--- src/rtl/cwss_pkg.sv ---
package cwss_pkg;

  typedef enum logic [1:0] {
    OP_SET_IN_SIZE  = 2'd0,
    OP_SET_OUT_SIZE = 2'd1,
    OP_SET_PAN      = 2'd2
  } cmd_op_e;

  typedef enum logic [3:0] {
    REG_IN_WIDTH   = 4'd0,
    REG_IN_HEIGHT  = 4'd1,
    REG_OUT_WIDTH  = 4'd2,
    REG_OUT_HEIGHT = 4'd3,
    REG_PROC_CTRL  = 4'd4,
    REG_FIRST_COL  = 4'd5,
    REG_LAST_COL   = 4'd6,
    REG_FIRST_ROW  = 4'd7,
    REG_LAST_ROW   = 4'd8
  } reg_sel_e;

  typedef enum logic [1:0] {
    JOB_DONE     = 2'd0,
    JOB_IN_SIZE  = 2'd1,
    JOB_OUT_SIZE = 2'd2,
    JOB_PAN      = 2'd3
  } job_kind_e;

  localparam int unsigned QueueDepth = 2;

  typedef struct packed {
    logic              [1:0]  opcode;
    logic signed       [11:0] x_value;
    logic signed       [11:0] y_value;
  } cmd_t;

  typedef struct packed {
    logic       write_valid;
    logic [3:0] reg_select;
    logic [9:0] write_value;
    logic       last;
  } rsp_t;

  // one classified command: the values of its run, in emission order
  typedef struct packed {
    job_kind_e       kind;
    logic [3:0][9:0] val;
  } job_t;

endpackage

--- src/rtl/cwss_front.sv ---
module cwss_front #(
  parameter int unsigned MAX_WIDTH  = 352,
  parameter int unsigned MIN_WIDTH  = 8,
  parameter int unsigned MAX_HEIGHT = 288,
  parameter int unsigned MIN_HEIGHT = 8
) (
  input  logic            clk_i,
  input  logic            rst_ni,
  input  logic            in_valid_i,
  output logic            in_ready_o,
  input  cwss_pkg::cmd_t  in_data_i,
  input  logic            full_i,
  output logic            push_o,
  output cwss_pkg::job_t  job_o
);

  localparam logic [9:0] MaxW = 10'(MAX_WIDTH);
  localparam logic [9:0] MinW = 10'(MIN_WIDTH);
  localparam logic [9:0] MaxH = 10'(MAX_HEIGHT);
  localparam logic [9:0] MinH = 10'(MIN_HEIGHT);

  function automatic logic [9:0] clamp_size(input logic signed [11:0] v,
                                            input logic [9:0] lo,
                                            input logic [9:0] hi);
    logic signed [12:0] s;
    logic signed [12:0] l;
    logic signed [12:0] h;
    s = 13'(v);
    l = $signed({3'b000, lo});
    h = $signed({3'b000, hi});
    if (s > h) s = h;
    // minimum wins when the limits cross
    if (s < l) s = l;
    return s[9:0];
  endfunction

  function automatic logic signed [12:0] clamp_pan(input logic signed [11:0] v,
                                                   input logic [8:0] lim);
    logic signed [12:0] s;
    logic signed [12:0] h;
    s = 13'(v);
    h = $signed({4'b0000, lim});
    if (s < -h) s = -h;
    else if (s > h) s = h;
    return s;
  endfunction

  function automatic logic [8:0] half_spare(input logic [9:0] maxv, input logic [9:0] size);
    logic signed [11:0] d;
    d = $signed({2'b00, maxv}) - $signed({2'b00, size});
    if (d < 0) d = '0;
    return d[9:1];
  endfunction

  function automatic logic [9:0] half_sum(input logic [9:0] maxv, input logic [9:0] size);
    logic [10:0] s;
    s = {1'b0, maxv} + {1'b0, size};
    return s[10:1];
  endfunction

  logic [9:0] in_w_q, in_w_d, in_h_q, in_h_d;
  logic [9:0] out_w_q, out_w_d, out_h_q, out_h_d;
  // pan limits and window centre terms, kept ready for the next pan
  logic [8:0] dx_q, dx_d, dy_q, dy_d;
  logic [9:0] hx_q, hx_d, hy_q, hy_d;

  logic signed [11:0] x_al, y_al;
  logic [9:0]         sx, sy;
  logic signed [12:0] px, py;
  logic signed [12:0] fc, lc, fr, lr;
  logic               upd_in, upd_out;

  assign in_ready_o = ~full_i;
  assign push_o     = in_valid_i & ~full_i;

  assign x_al = {in_data_i.x_value[11:2], 2'b00};
  assign y_al = {in_data_i.y_value[11:2], 2'b00};
  assign sx   = clamp_size(x_al, MinW, MaxW);
  assign sy   = clamp_size(y_al, MinH, MaxH);
  assign px   = clamp_pan(x_al, dx_q);
  assign py   = clamp_pan(y_al, dy_q);

  assign fc = px + $signed({4'b0000, dx_q}) + 13'sd4;
  assign lc = px + $signed({3'b000, hx_q}) + 13'sd8;
  assign fr = py + $signed({4'b0000, dy_q}) + 13'sd4;
  assign lr = py + $signed({3'b000, hy_q}) + 13'sd8;

  always_comb begin
    job_o.kind = cwss_pkg::JOB_DONE;
    job_o.val  = '0;
    upd_in     = 1'b0;
    upd_out    = 1'b0;
    unique case (in_data_i.opcode)
      cwss_pkg::OP_SET_IN_SIZE: begin
        if (sx != in_w_q || sy != in_h_q) begin
          upd_in        = 1'b1;
          job_o.kind    = cwss_pkg::JOB_IN_SIZE;
          job_o.val[0]  = sx;
          job_o.val[1]  = sy;
        end
      end
      cwss_pkg::OP_SET_OUT_SIZE: begin
        if (sx != out_w_q || sy != out_h_q) begin
          upd_out       = 1'b1;
          job_o.kind    = cwss_pkg::JOB_OUT_SIZE;
          job_o.val[0]  = sx;
          job_o.val[1]  = sy;
        end
      end
      cwss_pkg::OP_SET_PAN: begin
        if (px != 0 || py != 0) begin
          job_o.kind    = cwss_pkg::JOB_PAN;
          job_o.val[0]  = {2'b00, fc[9:2]};
          job_o.val[1]  = {2'b00, lc[9:2]};
          job_o.val[2]  = {2'b00, fr[9:2]};
          job_o.val[3]  = {2'b00, lr[9:2]};
        end
      end
      default: ;
    endcase
  end

  always_comb begin
    in_w_d  = in_w_q;
    in_h_d  = in_h_q;
    out_w_d = out_w_q;
    out_h_d = out_h_q;
    dx_d    = dx_q;
    dy_d    = dy_q;
    hx_d    = hx_q;
    hy_d    = hy_q;
    if (push_o && upd_in) begin
      in_w_d = sx;
      in_h_d = sy;
      dx_d   = half_spare(MaxW, sx);
      dy_d   = half_spare(MaxH, sy);
      hx_d   = half_sum(MaxW, sx);
      hy_d   = half_sum(MaxH, sy);
    end
    if (push_o && upd_out) begin
      out_w_d = sx;
      out_h_d = sy;
    end
  end

  always_ff @(posedge clk_i or negedge rst_ni) begin
    if (!rst_ni) begin
      in_w_q  <= '0;
      in_h_q  <= '0;
      out_w_q <= '0;
      out_h_q <= '0;
      dx_q    <= 9'(MAX_WIDTH / 2);
      dy_q    <= 9'(MAX_HEIGHT / 2);
      hx_q    <= 10'(MAX_WIDTH / 2);
      hy_q    <= 10'(MAX_HEIGHT / 2);
    end else begin
      in_w_q  <= in_w_d;
      in_h_q  <= in_h_d;
      out_w_q <= out_w_d;
      out_h_q <= out_h_d;
      dx_q    <= dx_d;
      dy_q    <= dy_d;
      hx_q    <= hx_d;
      hy_q    <= hy_d;
    end
  end

endmodule

--- src/rtl/cwss_queue.sv ---
module cwss_queue (
  input  logic           clk_i,
  input  logic           rst_ni,
  input  logic           push_i,
  input  cwss_pkg::job_t job_i,
  output logic           full_o,
  input  logic           pop_i,
  output logic           valid_o,
  output cwss_pkg::job_t job_o
);

  localparam int unsigned Depth = cwss_pkg::QueueDepth;
  localparam int unsigned PtrW  = (Depth > 1) ? $clog2(Depth) : 1;
  localparam int unsigned CntW  = $clog2(Depth + 1);

  cwss_pkg::job_t      mem_q [Depth];
  logic [PtrW-1:0]     wr_ptr_q, wr_ptr_d, rd_ptr_q, rd_ptr_d;
  logic [CntW-1:0]     cnt_q, cnt_d;

  assign full_o  = (cnt_q == CntW'(Depth));
  assign valid_o = (cnt_q != '0);
  assign job_o   = mem_q[rd_ptr_q];

  always_comb begin
    wr_ptr_d = wr_ptr_q;
    rd_ptr_d = rd_ptr_q;
    cnt_d    = cnt_q;
    if (push_i) begin
      wr_ptr_d = (wr_ptr_q == PtrW'(Depth - 1)) ? '0 : wr_ptr_q + 1'b1;
    end
    if (pop_i) begin
      rd_ptr_d = (rd_ptr_q == PtrW'(Depth - 1)) ? '0 : rd_ptr_q + 1'b1;
    end
    if (push_i && !pop_i) cnt_d = cnt_q + 1'b1;
    else if (!push_i && pop_i) cnt_d = cnt_q - 1'b1;
  end

  always_ff @(posedge clk_i or negedge rst_ni) begin
    if (!rst_ni) begin
      wr_ptr_q <= '0;
      rd_ptr_q <= '0;
      cnt_q    <= '0;
    end else begin
      wr_ptr_q <= wr_ptr_d;
      rd_ptr_q <= rd_ptr_d;
      cnt_q    <= cnt_d;
    end
  end

  always_ff @(posedge clk_i) begin
    if (push_i) mem_q[wr_ptr_q] <= job_i;
  end

endmodule

--- src/rtl/cwss_back.sv ---
module cwss_back (
  input  logic           clk_i,
  input  logic           rst_ni,
  input  logic           job_valid_i,
  input  cwss_pkg::job_t job_i,
  output logic           pop_o,
  output logic           out_valid_o,
  input  logic           out_ready_i,
  output cwss_pkg::rsp_t out_data_o
);

  function automatic logic [1:0] last_idx(input cwss_pkg::job_kind_e kind);
    logic [1:0] n;
    unique case (kind)
      cwss_pkg::JOB_DONE:     n = 2'd0;
      cwss_pkg::JOB_IN_SIZE:  n = 2'd1;
      cwss_pkg::JOB_OUT_SIZE: n = 2'd2;
      cwss_pkg::JOB_PAN:      n = 2'd3;
      default:                n = 2'd0;
    endcase
    return n;
  endfunction

  // done-only results carry select zero as well
  function automatic logic [3:0] base_sel(input cwss_pkg::job_kind_e kind);
    logic [3:0] s;
    unique case (kind)
      cwss_pkg::JOB_DONE:     s = 4'(cwss_pkg::REG_IN_WIDTH);
      cwss_pkg::JOB_IN_SIZE:  s = 4'(cwss_pkg::REG_IN_WIDTH);
      cwss_pkg::JOB_OUT_SIZE: s = 4'(cwss_pkg::REG_OUT_WIDTH);
      cwss_pkg::JOB_PAN:      s = 4'(cwss_pkg::REG_FIRST_COL);
      default:                s = 4'(cwss_pkg::REG_IN_WIDTH);
    endcase
    return s;
  endfunction

  logic [1:0]      idx_q, idx_d;
  logic            out_valid_q, out_valid_d;
  cwss_pkg::rsp_t  out_q, out_d;
  logic            fire, is_last;

  assign fire    = job_valid_i & (~out_valid_q | out_ready_i);
  assign is_last = (idx_q == last_idx(job_i.kind));
  assign pop_o   = fire & is_last;

  always_comb begin
    idx_d       = idx_q;
    out_valid_d = out_valid_q;
    out_d       = out_q;
    if (out_ready_i) out_valid_d = 1'b0;
    if (fire) begin
      out_valid_d       = 1'b1;
      out_d.write_valid = (job_i.kind != cwss_pkg::JOB_DONE);
      out_d.reg_select  = base_sel(job_i.kind) + {2'b00, idx_q};
      out_d.write_value = job_i.val[idx_q];
      out_d.last        = is_last;
      idx_d             = is_last ? 2'd0 : idx_q + 2'd1;
    end
  end

  always_ff @(posedge clk_i or negedge rst_ni) begin
    if (!rst_ni) begin
      idx_q       <= '0;
      out_valid_q <= 1'b0;
    end else begin
      idx_q       <= idx_d;
      out_valid_q <= out_valid_d;
    end
  end

  always_ff @(posedge clk_i) begin
    out_q <= out_d;
  end

  assign out_valid_o = out_valid_q;
  assign out_data_o  = out_q;

endmodule

--- src/rtl/camera_window_setup_sequencer_core.sv ---
// path: a request enters the queue, and its first result is then registered at
// the output; throughput: one result per cycle from the back end unless the
// output stalls, 1 to 4 results a request (done 1, input size 2, output size 3,
// pan 4); the front takes one a cycle into a two-entry queue while room remains
// reset: asynchronous active low, clears stored sizes, queue and output valid
module camera_window_setup_sequencer_core #(
  parameter int unsigned MAX_WIDTH  = 352,
  parameter int unsigned MIN_WIDTH  = 8,
  parameter int unsigned MAX_HEIGHT = 288,
  parameter int unsigned MIN_HEIGHT = 8
) (
  input  logic           clk_i,
  input  logic           rst_ni,
  input  logic           in_valid_i,
  output logic           in_ready_o,
  input  cwss_pkg::cmd_t in_data_i,
  output logic           out_valid_o,
  input  logic           out_ready_i,
  output cwss_pkg::rsp_t out_data_o
);

  logic           push, full, pop, job_valid;
  cwss_pkg::job_t job_in, job_out;

  cwss_front #(
    .MAX_WIDTH (MAX_WIDTH),
    .MIN_WIDTH (MIN_WIDTH),
    .MAX_HEIGHT(MAX_HEIGHT),
    .MIN_HEIGHT(MIN_HEIGHT)
  ) u_front (
    .clk_i     (clk_i),
    .rst_ni    (rst_ni),
    .in_valid_i(in_valid_i),
    .in_ready_o(in_ready_o),
    .in_data_i (in_data_i),
    .full_i    (full),
    .push_o    (push),
    .job_o     (job_in)
  );

  cwss_queue u_queue (
    .clk_i  (clk_i),
    .rst_ni (rst_ni),
    .push_i (push),
    .job_i  (job_in),
    .full_o (full),
    .pop_i  (pop),
    .valid_o(job_valid),
    .job_o  (job_out)
  );

  cwss_back u_back (
    .clk_i      (clk_i),
    .rst_ni     (rst_ni),
    .job_valid_i(job_valid),
    .job_i      (job_out),
    .pop_o      (pop),
    .out_valid_o(out_valid_o),
    .out_ready_i(out_ready_i),
    .out_data_o (out_data_o)
  );

endmodule

--- config.mk ---
export PLATFORM = sky130hd
export DESIGN_NAME = camera_window_setup_sequencer_core
export DESIGN_NICKNAME = d
export VERILOG_FILES = /design/src/rtl/cwss_pkg.sv /design/src/rtl/cwss_front.sv /design/src/rtl/cwss_queue.sv /design/src/rtl/cwss_back.sv /design/src/rtl/camera_window_setup_sequencer_core.sv
export SDC_FILE = /design/constraint.sdc
export NUM_CORES = 1
export LEC_CHECK = 0
export BUFFER_PORTS_ARGS = -buffer_cell sky130_fd_sc_hd__buf_2
export CAP_MARGIN = 20
export CORE_AREA = 2 2 130 132
export CTS_BUF_LIST = sky130_fd_sc_hd__clkbuf_16
export DETAILED_ROUTE_END_ITERATION = 10
export DIE_AREA = 0 0 132 134
export PLACE_DENSITY_LB_ADDON = 0.25
export SYNTH_ARGS = -nofsm -noshare
export SYNTH_HDL_FRONTEND = slang
export SYNTH_SLANG_ARGS = --single-unit
--- constraint.sdc ---
create_clock -name clk_i -period 11.7 [get_ports clk_i]
set_clock_uncertainty 0.05 [all_clocks]
set_input_delay 1.17 -clock clk_i [delete_from_list [all_inputs] [get_ports clk_i]]
set_output_delay 1.17 -clock clk_i [all_outputs]
set_load 0.005 [all_outputs]
Word-level counts from Yosys, hierarchy flattened
Memories as Yosys holds them, arrays and structs flattened.
Cells that the tools add are included.
{"block": "word_totals", "register_bits": 101, "mem_bits_rw": 84, "input_bits": 30, "word_cells": 120, "memories": 1}
{"memory": "u_queue.mem_q", "words": 2, "word_bits": 42, "rd": 1, "rd_clocked_by_memory_dff": 0, "wr": 1, "line_no": "cwss_queue.sv:16", "rtl": "cwss_pkg::job_t mem_q [Depth];"}
{"block": "classes", "n_addsub": 20, "n_lt_le_gt_ge": 11, "eq_ne": 11, "n_mux": 36, "bitwise_logic": 6, "n_reduce_logical": 18}
{"operator": "13-bit two-way mux", "n": 6}
{"operator": "32-bit nonzero test", "n": 2}
{"operator": "20-bit two-way mux", "n": 3}
{"operator": "20-bit case mux with 3 select lines", "n": 1}
{"operator": "10-bit two-way mux", "n": 5}
{"operator": "42-bit two-way mux", "n": 1}
{"operator": "10-bit adder", "n": 4}
{"operator": "10-bit inequality test", "n": 4}
{"operator": "12-bit by 13-bit < comparator with 1-bit output", "n": 2}
{"operator": "13-bit by 5-bit < comparator with 1-bit output (second input constant)", "n": 2}
{"operator": "9-bit negator with 13-bit output", "n": 2}
{"operator": "12-bit by 10-bit greater-than comparator with 1-bit output", "n": 2}
{"operator": "12-bit by 10-bit greater-than comparator with 1-bit output (second input constant)", "n": 2}
{"operator": "9-bit by 10-bit adder with 11-bit output (first input constant)", "n": 2}
{"operator": "11-bit by 1-bit < comparator with 1-bit output (second input constant)", "n": 2}
{"operator": "9-bit by 10-bit subtractor with 11-bit output (first input constant)", "n": 2}
{"operator": "10-bit by 4-bit adder with 10-bit output (second input constant)", "n": 2}
{"operator": "10-bit by 5-bit adder with 10-bit output (second input constant)", "n": 2}
{"operator": "10-bit binary-select mux with 2-bit select", "n": 1}
{"operator": "4-bit case mux with 3 select lines", "n": 1}
{"operator": "1-bit two-way mux", "n": 11}
{"operator": "2-bit equality test (second input constant)", "n": 4}
{"operator": "2-bit two-way mux", "n": 4}
{"operator": "2-bit case mux with 4 select lines", "n": 1}
{"operator": "other kinds (18)", "n": 34}

Depth between registers and ports, before layout
{"block": "logic_depth", "depth_word": 9, "mapped_depth": 26}

Modules after synthesis
Synthesis repeated with hierarchy kept, for this count alone.
{"block": "unflattened", "hier_cells": 953, "area_unflattened_um2": 11144.4}
{"mod": "cwss_front", "n_inst": 1, "cells_per_inst": 746, "area_each_um2": 6698.9, "seq_area_each_um2": 1514.0}
{"mod": "cwss_queue", "n_inst": 1, "cells_per_inst": 147, "area_each_um2": 3422.0, "seq_area_each_um2": 2622.5}
{"mod": "cwss_back", "n_inst": 1, "cells_per_inst": 60, "area_each_um2": 1023.5, "seq_area_each_um2": 555.5}

Least setup slack after synthesis
No wires, ideal clock.
{"block": "synth_path", "path_kind": "register to register", "from": "register u_front.dx_q[3]", "to": "memory u_queue.mem_q[0][7] (netlist bit) (data pin)", "arrival_time_ns": 5.058, "t_required_ns": 11.379, "slack_ns": 6.321, "path_stages_with_launch": 25, "synth_period_minus_slack_ns": 5.379, "path_cell_list": "dfrtp_1 -> inv_1 -> nand4_1 -> or3_1 -> or3_1 -> inv_1 -> ha_1 -> nand4_1 -> nor3_1 -> or4_4 -> or3_1 -> buf_2 -> a21o_1 -> o211ai_2 -> inv_1 -> ha_1 -> ha_1 -> a21o_1 -> a21oi_1 -> o21bai_1 -> a21oi_1 -> o21ai_0 -> xor2_1 -> xnor2_1 -> o22ai_1"}
{"element": "start: declaration", "line_no": "cwss_front.sv:64", "rtl": "logic [8:0] dx_q, dx_d, dy_q, dy_d;"}
{"element": "start signal: assignment", "line_no": "cwss_front.sv:152", "rtl": "dx_q <= 9'(MAX_WIDTH / 2);"}
{"element": "end: declaration", "line_no": "cwss_queue.sv:16"}

==> flow_summary.yaml <==
synth:
  synth_cell_type_count: 70
  synth_cells: 946
  synth_edf_count: 92
  synth-async-reset-ratio_pct: 42.14
  synth_top_flop_cell: "edfxtp_1"
  synth_commonest_cells: "ha_1, edfxtp_1, nand2_1"
  yosysWarnings: 0
  ys_seq_area_share_pct: 43.03
  synth_area_leader_cell: "edfxtp_1"
  synth_area_leaders: "edfxtp_1, dfrtp_1, ha_1"
  synth_area_um2: 10350
  synth_top_area_share_pct: 26.70
  ys_seq_elements: 159
  synth_most_common_cell: "ha_1"
  synth.avg_cell_area_um2: 10.94
route:
  vias: 7310
  route.met2.wl_um: 10620
  dr.pass1.iters: 5
  routed.top_layer: "met4"
  drtIter0Drc: 687
  drtAntennaViolNets: 0
  drc: 0
  wl_met3_um: 1041
  totalWireLength_um: 22720
  wl_per_cell_um: 18.56
  wl_met1_um: 10500
  viasPerCell: 5.972
cts:
  hold_buffers: 0
  post_cts_buffers: 0
  cts_root_buffer: "clkbuf_16"
  clk_pin_slew_ps: 60
  cts_max_path_buffers: 2
  worstSkewPairLatency_ps: 430
  cts-buffers-inserted: 17
  tritoncts: "built"
  cts_resized: 0
  cts.sinks: 159
  h-tree-depth: 4
timing:
  max_freq_mhz: 160.0
  worstMarginPinSlew_ps: 1031
  setup_viol: 0
  fin_crit_sh_pct: 53.42
  max_slew_margin_pct: 31.26
  hold_violations: 0
  rsz0062_at_grt: "false"
  finalMaxSlewViolations: 0
  fin_setup_tns_ps: 0
  layout_min_cycle_time_ps: 6250
worst_setup_path:
  path_buf_inv: 3
  crit_start: "u_front.dx_q[3]"
  crit_path_max_incr_delay_ps: 510
  reg2regPathDepth: 23
  cp-start-kind: "flip-flop"
  worstPathRequired_ps: 11770
  crit_type: "reg2reg"
  cp_slowest_cell: "or4_4"
  rrSetupSlack_ps: 5450
  cp_max_fo: 6
  regToRegStartpoint: "u_front.dx_q[3]"
  critical-path-top-delay-family: "simple AND/OR/NAND/NOR gates"
  crit_chain: "inv_1 -> nand4_1 -> or3_1 -> or3_1 -> inv_1 -> ha_1 -> nand4_1 -> nor3_1 -> or4_4 -> or3_1 -> a21o_1 -> o211ai_2 -> inv_1 -> ha_1 -> ha_1 -> a21o_1 -> a21oi_1 -> o21bai_1 -> a21oi_1 -> o21ai_0 -> xor2_1 -> xnor2_1 -> o22ai_1"
  arrival_ps: 6320
  cp_num_cells: 23
  crit_path_end_kind: "flip-flop"
finish:
  final_util_pct: 70.02
  finalNonFillerCells: 1224
  post-route-cell-area_um2: 11410
  diodes: 0
  areaGrowthSynthToFinish_pct: 10.24
  drive_gt1_share_pct: 16.43
  nets: 1130
global_routing:
  antenna_found_initial: 0
  grt_pass1_vias: 7258
  overflow: 0
  grt_max_degree: 68
  grt_pass1_wl_um: 37120
  grt_usage_pct: 26.87
die:
  dieHeight_um: 134
  io_pins: 48
  die_width_um: 132
  row_count: 47
  initial_core_util_pct: 63.51
  core_area_um2: 16290
  die_area_um2: 17690
min_path:
  min_from: "u_front.hx_q[5]"
  hold_depth: 2
  min_path_type: "reg2reg"
status:
  status: "finished, final reports clean"
place:
  placed_cells: 1191
  port_buffers: 43
  place.gp.congestion: 0.9511
  place_area_um2: 10780
  dpl.hpwl_um: 16750
job:
  drv_cap: 0
power_and_ir_drop:
  p_leak_nw: 5.094
  p_total_w: 0.003226
  powerDensity_nw_per_um2: 282.8
  ir_worst_vdd_mv: 0.1300
[cell usage in the layout, fill, tap and decap left out, types with 17 or more instances in the layout]
cell,netlist,final
a21oi_1,41,41
inv_1,67,67
xnor2_1,59,59
a21o_1,25,25
nand2_1,86,85
mux2i_1,23,23
nor2_1,56,56
nor3_1,18,18
mux2_2,35,35
dfrtp_1,57,57
clkbuf_16,0,17
edfxtp_1,92,92
buf_2,8,43
o21ai_0,24,24
mux4_2,18,18
ha_1,104,104
[sequential cells by signal, indices dropped and copies added (netlist names), 2 cells and up]
register           flops
u_front.in_w_q         5
u_queue.mem_q         76
u_front.hy_q           9
u_back.out_data_o     16
u_front.out_h_q        8
u_queue.cnt_q          2
u_front.out_w_q        8
u_front.hx_q           9
u_front.dy_q           8
u_front.dx_q           8
u_front.in_h_q         5
u_back.idx_q           2
[worst min-delay path, stage by stage (launching register included)]
cell	delay, ps
dfstp_2	370
inv_1	40
mux2i_1	60
[area by class of cell]
| type | instances | area (um^2) |
|---|---|---|
| clock inverters | 15 | 176.4 |
| inverters | 69 | 259.0 |
| clock buffers | 17 | 425.4 |
| well taps | 220 | 275.3 |
| flip-flops and latches | 159 | 4452 |
| multi-input cells | 693 | 5530 |
| fillers | 1191 | 4883 |
| repair buffers | 51 | 287.8 |
[where the power goes]
group | switching [W] | internal, W | leakage, nW
clock | 0.000236 | 0.000321 | 0.293
combinational | 0.000897 | 0.000764 | 3.09
sequential | 0.000134 | 0.000874 | 1.71
total | 0.00127 | 0.00196 | 5.09
[path summary, 6_finish.rpt]
kind                                            end
worst min register to register      u_front.hx_q[5]
min in group asynchronous           u_front.hy_q[9]
worst max-delay path            u_queue.mem_q[1][7]
worst min-delay path                u_front.hx_q[5]
worst max register to register  u_queue.mem_q[1][7]
max in group asynchronous        u_front.out_w_q[4]
[logic make-up (layout without fill, tap and decap cells)]
family | after synthesis | in the layout | synth area share, %
AND/OR/NAND/NOR | 260 | 260 | 12.29
multiplexers | 77 | 77 | 10.06
other | 1 | 4 | 0.03625
flip-flops | 159 | 159 | 43.03
adder cells (fa/ha/maj) | 109 | 109 | 13.54
XOR/XNOR | 73 | 73 | 6.180
buffers and inverters | 97 | 152 | 3.725
AO/OA/AOI/OAI | 170 | 170 | 11.14
[per-layer routing]
layer  vias up  GRT usage [%]
li1       3537              -
met1      3525          37.45
met2       209          43.49
met3        39          4.082
met4         0          9.179
met5         -              0
[per-stage QoR]
step	setup slack [ps]	hold slack, ps
floorplan	6321	400.3
global placement	5638	415.7
detailed placement	5599	416.6
CTS	5533	427.4
global route	5116	461.0
finish	5450	426.3
Note: power is estimated with default switching activity, not from simulation.
